--- src/rtl/literal_ngram_window_extractor_top_macros.svh ---
// Assertion helpers for the n-gram window extractor.
// Both macros expect signals named clk and rst in the enclosing scope.
`ifndef LITERAL_NGRAM_WINDOW_EXTRACTOR_TOP_MACROS_SVH
`define LITERAL_NGRAM_WINDOW_EXTRACTOR_TOP_MACROS_SVH

// The consequent must hold in the same cycle as the antecedent, outside reset.
`define LNWE_ASSERT_HOLDS(label, ante, cons) \
  label: assert property (@(posedge clk) disable iff (rst) (ante) |-> (cons)) \
    else $error("n-gram extractor check failed");

// The condition must hold in the cycle after reset is seen.
`define LNWE_ASSERT_AFTER_RESET(label, cons) \
  label: assert property (@(posedge clk) rst |=> (cons)) \
    else $error("n-gram extractor reset check failed");

`endif

--- src/rtl/lnwe_pkg.sv ---
package lnwe_pkg;

  // Field widths.
  localparam int CHAR_W      = 8;
  localparam int SEQ_ID_W    = 32;
  localparam int NGRAM_LEN_W = 6;
  localparam int KEY_W       = 64;
  localparam int COUNT_W     = 16;
  localparam int CFG_INDEX_W = 2;
  localparam int CFG_DATA_W  = 6;

  // Stream packing.
  localparam int IN_TDATA_W  = CHAR_W + SEQ_ID_W;
  localparam int OUT_TDATA_W = KEY_W + SEQ_ID_W + COUNT_W;
  localparam int OUT_TUSER_W = 2;
  localparam int TUSER_EMIT  = 0;
  localparam int TUSER_OP    = 1;

  // Register reset values and limits.
  localparam logic [NGRAM_LEN_W-1:0] NGRAM_LENGTH_RESET = 6'd8;
  localparam logic [NGRAM_LEN_W-1:0] RUN_MAX            = '1;
  localparam logic [COUNT_W-1:0]     COUNT_MAX          = '1;

  // Default depth of the queue between front and back.
  localparam int QUEUE_DEPTH_DEFAULT = 2;

  // Characters with special meaning.
  localparam logic [CHAR_W-1:0] CHAR_QUOTE     = 8'h22;
  localparam logic [CHAR_W-1:0] CHAR_BACKSLASH = 8'h5C;
  localparam logic [CHAR_W-1:0] CHAR_LBRACE    = 8'h7B;
  localparam logic [CHAR_W-1:0] CHAR_RBRACE    = 8'h7D;

  // Configuration register indexes.
  localparam logic [CFG_INDEX_W-1:0] REG_NGRAM_LENGTH = 2'd0;
  localparam logic [CFG_INDEX_W-1:0] REG_OPERATION    = 2'd1;

  typedef enum logic [1:0] {
    MODE_OUTSIDE = 2'd0,
    MODE_STRING  = 2'd1,
    MODE_ESCAPE  = 2'd2,
    MODE_HEX     = 2'd3
  } read_mode_t;

  // One classified character as it travels from front to back.
  typedef struct packed {
    logic                clear_run;
    logic                take_byte;
    logic [CHAR_W-1:0]   data_byte;
    logic [SEQ_ID_W-1:0] sequence_id;
    logic                last_char;
  } char_item_t;

  typedef struct packed {
    logic full;
    logic empty;
  } queue_status_t;

  // Returns {valid, nibble} for an ASCII hex digit.
  function automatic logic [4:0] hex_nibble(input logic [CHAR_W-1:0] ch);
    logic [CHAR_W-1:0] diff;
    diff = '0;
    if (ch inside {[8'h61:8'h66]}) begin
      diff = ch - 8'h57;
      return {1'b1, diff[3:0]};
    end else if (ch inside {[8'h41:8'h46]}) begin
      diff = ch - 8'h37;
      return {1'b1, diff[3:0]};
    end else if (ch inside {[8'h30:8'h39]}) begin
      return {1'b1, ch[3:0]};
    end
    return 5'b0;
  endfunction

endpackage

--- src/rtl/lnwe_front.sv ---
module lnwe_front (
  input  logic                 clk,
  input  logic                 rst,
  input  logic                 s_tvalid,
  output logic                 s_tready,
  // s_tdata fields from bit 0: char_byte[7:0], sequence_id[39:8]
  input  logic [lnwe_pkg::IN_TDATA_W-1:0] s_tdata,
  input  logic                 s_tlast,
  input  lnwe_pkg::queue_status_t q_status,
  output logic                 push,
  output lnwe_pkg::char_item_t push_item
);
  import lnwe_pkg::*;

  read_mode_t        mode, mode_next;
  logic [CHAR_W-1:0] hex_first, hex_first_next;
  logic              hex_pending, hex_pending_next;
  logic [CHAR_W-1:0] ch;
  logic [4:0]        lo_dig, hi_dig;

  assign s_tready = !q_status.full;
  assign push     = s_tvalid && s_tready;
  assign ch       = s_tdata[CHAR_W-1:0];
  assign lo_dig   = hex_nibble(hex_first);
  assign hi_dig   = hex_nibble(ch);

  // Next literal mode and held hex digit.
  always_comb begin
    mode_next        = mode;
    hex_first_next   = hex_first;
    hex_pending_next = hex_pending;
    case (mode)
      MODE_OUTSIDE: begin
        if (ch == CHAR_QUOTE) begin
          mode_next = MODE_STRING;
        end else if (ch == CHAR_LBRACE) begin
          mode_next = MODE_HEX;
        end
      end
      MODE_STRING: begin
        if (ch == CHAR_BACKSLASH) begin
          mode_next = MODE_ESCAPE;
        end else if (ch == CHAR_QUOTE) begin
          mode_next = MODE_OUTSIDE;
        end
      end
      MODE_ESCAPE: begin
        mode_next = MODE_STRING;
      end
      MODE_HEX: begin
        // A closing brace keeps any held first digit for the next literal.
        if (ch == CHAR_RBRACE) begin
          mode_next = MODE_OUTSIDE;
        end else if (!hex_pending) begin
          hex_first_next   = ch;
          hex_pending_next = 1'b1;
        end else begin
          hex_pending_next = 1'b0;
        end
      end
      default: begin
        mode_next = MODE_OUTSIDE;
      end
    endcase
  end

  // Classification handed to the back end.
  always_comb begin
    push_item             = '0;
    push_item.sequence_id = s_tdata[IN_TDATA_W-1:CHAR_W];
    push_item.last_char   = s_tlast;
    push_item.data_byte   = ch;
    case (mode)
      MODE_OUTSIDE: begin
        push_item.clear_run = 1'b1;
      end
      MODE_STRING: begin
        push_item.take_byte = (ch != CHAR_BACKSLASH) && (ch != CHAR_QUOTE);
      end
      MODE_ESCAPE: begin
        push_item.take_byte = 1'b1;
      end
      MODE_HEX: begin
        // The first digit of a pair is the low nibble.
        push_item.data_byte = {hi_dig[3:0], lo_dig[3:0]};
        push_item.take_byte = (ch != CHAR_RBRACE) && hex_pending && lo_dig[4] && hi_dig[4];
      end
      default: begin
        push_item.clear_run = 1'b1;
      end
    endcase
  end

  // Parser state advances on each request; the line end clears it.
  always_ff @(posedge clk) begin
    if (rst) begin
      mode        <= MODE_OUTSIDE;
      hex_first   <= '0;
      hex_pending <= 1'b0;
    end else if (push) begin
      if (s_tlast) begin
        mode        <= MODE_OUTSIDE;
        hex_first   <= '0;
        hex_pending <= 1'b0;
      end else begin
        mode        <= mode_next;
        hex_first   <= hex_first_next;
        hex_pending <= hex_pending_next;
      end
    end
  end

endmodule

--- src/rtl/lnwe_queue.sv ---
module lnwe_queue #(
  parameter int DEPTH = lnwe_pkg::QUEUE_DEPTH_DEFAULT
) (
  input  logic                    clk,
  input  logic                    rst,
  input  logic                    push,
  input  lnwe_pkg::char_item_t    push_item,
  input  logic                    pop,
  output lnwe_pkg::char_item_t    pop_item,
  output lnwe_pkg::queue_status_t status
);
  import lnwe_pkg::*;

  // DEPTH from 2 upward.
  localparam int PTR_W = $clog2(DEPTH);
  localparam int CNT_W = $clog2(DEPTH + 1);

  char_item_t       entries [DEPTH];
  logic [PTR_W-1:0] wr_ptr, rd_ptr;
  logic [CNT_W-1:0] count;
  logic             do_push, do_pop;

  assign status.full  = (count == CNT_W'(DEPTH));
  assign status.empty = (count == '0);
  assign do_push      = push && !status.full;
  assign do_pop       = pop && !status.empty;
  assign pop_item     = entries[rd_ptr];

  // Entry storage.
  always_ff @(posedge clk) begin
    if (do_push) begin
      entries[wr_ptr] <= push_item;
    end
  end

  // Pointers and fill count.
  always_ff @(posedge clk) begin
    if (rst) begin
      wr_ptr <= '0;
      rd_ptr <= '0;
      count  <= '0;
    end else begin
      if (do_push) begin
        wr_ptr <= (wr_ptr == PTR_W'(DEPTH - 1)) ? '0 : wr_ptr + 1'b1;
      end
      if (do_pop) begin
        rd_ptr <= (rd_ptr == PTR_W'(DEPTH - 1)) ? '0 : rd_ptr + 1'b1;
      end
      if (do_push && !do_pop) begin
        count <= count + 1'b1;
      end else if (do_pop && !do_push) begin
        count <= count - 1'b1;
      end
    end
  end

endmodule

--- src/rtl/lnwe_back.sv ---
module lnwe_back (
  input  logic                 clk,
  input  logic                 rst,
  input  logic                 cfg_valid,
  output logic                 cfg_ready,
  input  logic [lnwe_pkg::CFG_INDEX_W-1:0] cfg_index,
  input  logic [lnwe_pkg::CFG_DATA_W-1:0]  cfg_data,
  input  lnwe_pkg::queue_status_t q_status,
  input  lnwe_pkg::char_item_t q_item,
  output logic                 pop,
  output logic                 m_tvalid,
  input  logic                 m_tready,
  // m_tdata fields from bit 0: ngram_key[63:0], key_sequence_id[95:64],
  // line_ngram_count[111:96]
  output logic [lnwe_pkg::OUT_TDATA_W-1:0] m_tdata,
  // m_tuser fields from bit 0: emit[0], key_operation[1]
  output logic [lnwe_pkg::OUT_TUSER_W-1:0] m_tuser,
  output logic                 m_tlast
);
  import lnwe_pkg::*;

  logic [NGRAM_LEN_W-1:0] ngram_length;
  logic                   operation;
  logic [KEY_W-1:0]       window, window_next;
  logic [NGRAM_LEN_W-1:0] run_length, run_next;
  logic [COUNT_W-1:0]     ngram_count, count_next;
  logic                   emit_next;

  assign cfg_ready = 1'b1;
  assign pop       = !q_status.empty && (!m_tvalid || m_tready);

  // Configuration registers.
  always_ff @(posedge clk) begin
    if (rst) begin
      ngram_length <= NGRAM_LENGTH_RESET;
      operation    <= 1'b0;
    end else if (cfg_valid) begin
      case (cfg_index)
        REG_NGRAM_LENGTH: ngram_length <= cfg_data;
        REG_OPERATION:    operation    <= cfg_data[0];
        default:          ;
      endcase
    end
  end

  // Window shift, run count and key count for the item at the queue head.
  always_comb begin
    window_next = window;
    run_next    = run_length;
    count_next  = ngram_count;
    emit_next   = 1'b0;
    if (q_item.clear_run) begin
      run_next = '0;
    end else if (q_item.take_byte) begin
      window_next = {q_item.data_byte, window[KEY_W-1:CHAR_W]};
      run_next    = (run_length == RUN_MAX) ? run_length : run_length + 1'b1;
      emit_next   = (run_next >= ngram_length);
      if (emit_next && (ngram_count != COUNT_MAX)) begin
        count_next = ngram_count + 1'b1;
      end
    end
  end

  // Line state; cleared after the last character of a line.
  always_ff @(posedge clk) begin
    if (rst) begin
      window      <= '0;
      run_length  <= '0;
      ngram_count <= '0;
    end else if (pop) begin
      if (q_item.last_char) begin
        window      <= '0;
        run_length  <= '0;
        ngram_count <= '0;
      end else begin
        window      <= window_next;
        run_length  <= run_next;
        ngram_count <= count_next;
      end
    end
  end

  // Output register valid.
  always_ff @(posedge clk) begin
    if (rst) begin
      m_tvalid <= 1'b0;
    end else if (pop) begin
      m_tvalid <= 1'b1;
    end else if (m_tready) begin
      m_tvalid <= 1'b0;
    end
  end

  // Output register payload.
  always_ff @(posedge clk) begin
    if (pop) begin
      m_tdata              <= {count_next, q_item.sequence_id, window_next};
      m_tuser[TUSER_EMIT]  <= emit_next;
      m_tuser[TUSER_OP]    <= operation;
      m_tlast              <= q_item.last_char;
    end
  end

endmodule

--- src/rtl/literal_ngram_window_extractor_top.sv ---
// Literal n-gram window extractor. Takes one character of a text line per
// request on the s_ side and gives exactly one result per character on the
// m_ side. Characters inside double quotes (with backslash escapes) and hex
// pairs inside braces shift into a 64-bit window; once the run of contiguous
// bytes reaches ngram_length, the result carries emit = 1 and the window as
// a key. The block sustains one character per cycle while the output is not
// stalled. Each character is classified as it is taken, held in a queue of
// QUEUE_DEPTH entries, and then updates the window as its result is written
// into the output register. Configuration writes are always taken (cfg_ready
// stays high) and should be made while no line is in flight.
`include "literal_ngram_window_extractor_top_macros.svh"

module literal_ngram_window_extractor_top #(
  parameter int QUEUE_DEPTH = lnwe_pkg::QUEUE_DEPTH_DEFAULT
) (
  input  logic clk,
  input  logic rst,
  input  logic s_tvalid,
  output logic s_tready,
  // s_tdata fields from bit 0: char_byte[7:0], sequence_id[39:8]
  input  logic [lnwe_pkg::IN_TDATA_W-1:0] s_tdata,
  input  logic s_tlast,
  output logic m_tvalid,
  input  logic m_tready,
  // m_tdata fields from bit 0: ngram_key[63:0], key_sequence_id[95:64],
  // line_ngram_count[111:96]
  output logic [lnwe_pkg::OUT_TDATA_W-1:0] m_tdata,
  // m_tuser fields from bit 0: emit[0], key_operation[1]
  output logic [lnwe_pkg::OUT_TUSER_W-1:0] m_tuser,
  output logic m_tlast,
  input  logic cfg_valid,
  output logic cfg_ready,
  input  logic [lnwe_pkg::CFG_INDEX_W-1:0] cfg_index,
  input  logic [lnwe_pkg::CFG_DATA_W-1:0]  cfg_data
);
  import lnwe_pkg::*;

  logic          push, pop;
  char_item_t    push_item, pop_item;
  queue_status_t q_status;

  // Parser: tracks literal mode and classifies each character.
  lnwe_front u_front (
    .clk       (clk),
    .rst       (rst),
    .s_tvalid  (s_tvalid),
    .s_tready  (s_tready),
    .s_tdata   (s_tdata),
    .s_tlast   (s_tlast),
    .q_status  (q_status),
    .push      (push),
    .push_item (push_item)
  );

  // Queue of classified characters.
  lnwe_queue #(
    .DEPTH (QUEUE_DEPTH)
  ) u_queue (
    .clk       (clk),
    .rst       (rst),
    .push      (push),
    .push_item (push_item),
    .pop       (pop),
    .pop_item  (pop_item),
    .status    (q_status)
  );

  // Window, run and key count, with the output register.
  lnwe_back u_back (
    .clk       (clk),
    .rst       (rst),
    .cfg_valid (cfg_valid),
    .cfg_ready (cfg_ready),
    .cfg_index (cfg_index),
    .cfg_data  (cfg_data),
    .q_status  (q_status),
    .q_item    (pop_item),
    .pop       (pop),
    .m_tvalid  (m_tvalid),
    .m_tready  (m_tready),
    .m_tdata   (m_tdata),
    .m_tuser   (m_tuser),
    .m_tlast   (m_tlast)
  );

  // A result that carries a key has counted at least that key.
  `LNWE_ASSERT_HOLDS(a_emit_counted, m_tvalid && m_tuser[TUSER_EMIT], m_tdata[OUT_TDATA_W-1 -: COUNT_W] != '0)
  // The queue cannot report full and empty together.
  `LNWE_ASSERT_HOLDS(a_queue_status, 1'b1, !(q_status.full && q_status.empty))
  // Reset leaves no result pending and the queue empty and open.
  `LNWE_ASSERT_AFTER_RESET(a_reset_idle, !m_tvalid && q_status.empty && s_tready)

endmodule
--- config.mk ---
export PLATFORM = sky130hd
export DESIGN_NAME = literal_ngram_window_extractor_top
export DESIGN_NICKNAME = d
export VERILOG_FILES = /design/src/rtl/lnwe_pkg.sv /design/src/rtl/lnwe_front.sv /design/src/rtl/lnwe_queue.sv /design/src/rtl/lnwe_back.sv /design/src/rtl/literal_ngram_window_extractor_top.sv
export VERILOG_INCLUDE_DIRS = /design/src /design/src/rtl
export SDC_FILE = /design/constraint.sdc
export NUM_CORES = 1
export LEC_CHECK = 0
export BUFFER_PORTS_ARGS = -buffer_cell sky130_fd_sc_hd__buf_2
export CAP_MARGIN = 20
export CELL_PAD_IN_SITES_DETAIL_PLACEMENT = 1
export CELL_PAD_IN_SITES_GLOBAL_PLACEMENT = 1
export CORE_MARGIN = 2
export CORE_UTILIZATION = 46
export CTS_CLUSTER_SIZE = 28
export DETAILED_ROUTE_END_ITERATION = 8
export HOLD_SLACK_MARGIN = 0.08
export PLACE_DENSITY = 0.79
export SLEW_MARGIN = 20
export SYNTH_ARGS = -nofsm -noshare
export SYNTH_HDL_FRONTEND = slang
export SYNTH_HIERARCHICAL = 1
export SYNTH_SLANG_ARGS = --single-unit
--- constraint.sdc ---
create_clock -name clk -period 6.42 [get_ports clk]
set_input_delay 0.642 -clock clk [delete_from_list [all_inputs] [get_ports clk]]
set_output_delay 0.642 -clock clk [all_outputs]
set_load 0.005 [all_outputs]
==> run metrics <==
Yosys reg bits 311; Setup CP Type flip-flop to flip-flop; hold_buf cts 0; largest net degree at the start of global routing 95; Top delay family on crit path simple AND/OR/NAND/NOR gates; total track usage 20.9%; share of cells above drive strength 1 23.2%; H-Tree Depth 2; outcome finished clean; PwrDens 395 nW/um^2; WP buf/inv 1; Slew HR 25.7%; Netlist Area Pre-Place 12900 um^2; CTS Buffer Depth 3; Hold Crit Class primary input to flip-flop; drt first pass iters 5; number of top-level pins 172; vias in the first global route 9166; CTS tree yes; Skew-Pair Late Insertion Delay 0.52 ns; CP max-delay cell clkinv_1; r2r setup slk 2.15 ns; FF-to-FF End u_back/m_tdata[97]; ys flop type edfxtp_1; Post-CTS Setup Inserts 0; DRC Markers 0; hold-critical path depth 1; port bufs 170; first-pass GRT wire length 48600 um; Slew Viols, Final 0; CP Capture Type flip-flop; filler instances 2966; DP HPWL 19400 um; Final #Nets 1309; CP Launch Type flip-flop; final WL 30600 um; fin util 53.8%; synth top area cells edfxtp_1, dfxtp_1, nand2_1; routed length per instance 18.7 um; Cells after Synth 1120; initial antenna violation count 0; Chip Width 171 um; DR vias 8853; CP arrival 4.53 ns; P&R area growth vs syn 15.5%; Yosys top cell area share 46.8%; CTS Sinks 311; crit path cell chain ha_1 -> nand4_1 -> or2_1 -> mux2_2 -> ha_1 -> nor3b_1 -> o211ai_1 -> nand2_1 -> clkinv_1 -> nand2_1 -> mux2_2; sequential-to-total area share from yosys stat 63.9%; final period utilization 66.5%; skew final 0.0247 ns; setup TNS 0 ns; via/cell ratio 5.39; multi-input combinational cell area 4060 um^2; Overflow after GRT 0; DR iter-0 viols 640; starting density of the core 46.6%; synthesized area per cell 11.5 um^2; VDD IR max 0.534 mV; ANT nets after route 0; RSZ-0062 raised after global routing false; post-route setup slack 2.15 ns; # setup viols final 0; worst r2r src u_back/run_length[0]; die area 29400 um^2; Critical Path RT 6.68 ns; synth warn 6; area leader, netlist edfxtp_1; die height 171 um; # rows 61; Yosys cell types 67; post-synth net total 1191; r2r worst-path depth 11; GPL Wtd Cong 0.849; critical path peak fanout 27; worst slack, placed 2.20 ns; Hold Fails Final Rpt 0; Post-synth ARST share 0%; total CTS buffers 34; Worst-Margin Slew 1.11 ns; Hold EP u_queue/entries[1][17]; core area 27700 um^2; antenna cells 0; largest stage delay on the critical path 0.82 ns; maximum clock rate 234 MHz; FF/Latch Area 8240 um^2; leakage 5.67 nW; clk slew on worst S/H paths 0.06 ns; root buffer cell clkbuf_16; hold_sp s_tdata[24]; Post-synth EDFFs 201; Final min period 4.27 ns; Post-CTS Resized 0; Max-cap violations 0
## how the worst max path moves through the flow
| stage | start | to | slack, ns | depth (start not counted) |
|---|---|---|---|---|
| 2_1_floorplan | m_tready | u_queue/count[1] | 1.46 | 8 |
| 6_report | u_back/run_length[0] | u_back/m_tdata[97] | 2.15 | 11 |
| 4_1_cts | u_back/run_length[0] | u_back/m_tdata[97] | 2.16 | 11 |
| 5_1_grt | u_back/run_length[0] | u_back/m_tdata[97] | 1.81 | 11 |
| 3_3_place_gp | u_back/run_length[0] | u_back/m_tdata[97] | 2.34 | 11 |
| 3_5_place_dp | u_back/run_length[0] | u_back/m_tdata[97] | 2.20 | 11 |
## final cells by class
cell class                 count  share of cell area [%]
timing repair buffer         178                    6.16
tap                          378                    3.17
sequential                   311                    55.3
clock inverter                 9                   0.764
inverter                      26                   0.672
clock buffer                  53                    6.66
multi-input combinational    687                    27.3
## registers in the layout, summed over array words and instances (netlist names), named ones only
register and cells:
u_queue/rd_ptr 1, u_front/mode 2, u_back/m_tlast 1, u_back/window 64, u_back/ngram_length 6, u_back/run_length 6
u_back/operation 1, u_front/hex_first 8, u_queue/entries 86, u_front/hex_pending 1, u_back/m_tdata 112, u_queue/wr_ptr 1
u_back/m_tuser 2, u_back/m_tvalid 1, u_back/ngram_count 16, u_queue/count 2
## kinds of logic after synthesis
group | count (synthesis) | synth area share (%)
adder cells (fa/ha/maj) | 17 | 1.65
multiplexers | 52 | 4.48
AND/OR/NAND/NOR | 431 | 14.6
flip-flops | 311 | 63.9
buffers and inverters | 122 | 4.80
other | 1 | 0.0291
AO/OA/AOI/OAI | 166 | 9.20
XOR/XNOR | 20 | 1.36
## placed cells by master (no fill, tap or decap), types with 3 or more instances in the layout
| cell type | instances |
|---|---|
| and4_4 | 3 |
| and3_1 | 3 |
| a22o_1 | 7 |
| mux2i_1 | 6 |
| nor2_1 | 107 |
| nand3_1 | 17 |
| or4_1 | 6 |
| o31ai_1 | 5 |
| ha_1 | 17 |
| or3_1 | 5 |
| o21ai_0 | 11 |
| inv_1 | 23 |
| nand4_1 | 15 |
| buf_2 | 169 |
| a211o_1 | 5 |
| clkbuf_8 | 7 |
| clkbuf_16 | 34 |
| dfxtp_1 | 109 |
| o211ai_1 | 10 |
| clkbuf_1 | 12 |
| xor2_1 | 8 |
| nand3b_1 | 3 |
| nor2b_1 | 3 |
| and2_1 | 3 |
| nor3b_1 | 3 |
| nor3_1 | 8 |
| clkinv_1 | 3 |
| a31oi_1 | 13 |
| mux2_2 | 46 |
| a22oi_1 | 70 |
| nand2_1 | 234 |
| a21oi_1 | 23 |
| buf_4 | 8 |
| xnor2_1 | 12 |
| edfxtp_1 | 201 |
## metal layers
| metal | GRT usage (%) | vias up | share of wire [%] |
|---|---|---|---|
| li1 | - | 4210 | - |
| met3 | 2.92 | 49 | 3.7 |
| met1 | 26.6 | 4419 | 44 |
| met4 | 6.04 | 0 | 2.3 |
| met2 | 37.1 | 175 | 50 |
| met5 | 0 | - | 0 |
## synthesized netlist by cell type (12+ instances only)
master	count
a21oi_1	23
nand3_1	17
a31oi_1	13
edfxtp_1	201
nand4_1	15
buf_4	37
ha_1	17
nand2_1	234
clkbuf_1	46
inv_1	25
dfxtp_1	110
a22oi_1	70
xnor2_1	12
nor2_1	108
mux2_2	46
## per-stage QoR
stage,instance area [um^2],cells,power (mW),hold slack (ns)
after floorplan,12900,1120,3.50,0.408
after global placement,13800,1580,3.97,0.424
after detailed placement,13800,1580,4.02,0.419
after CTS,14900,1642,5.96,0.291
after global routing,14900,1642,6.15,0.305
final,14900,1642,5.88,0.307
## power breakdown
group	leakage (nW)	switching [mW]	total (mW)	internal, mW
registers	2.80	0.160	2.83	2.67
logic	2.34	0.785	1.13	0.350
clock network	0.535	0.773	1.92	1.15
Power figures use the tool's default switching activity.
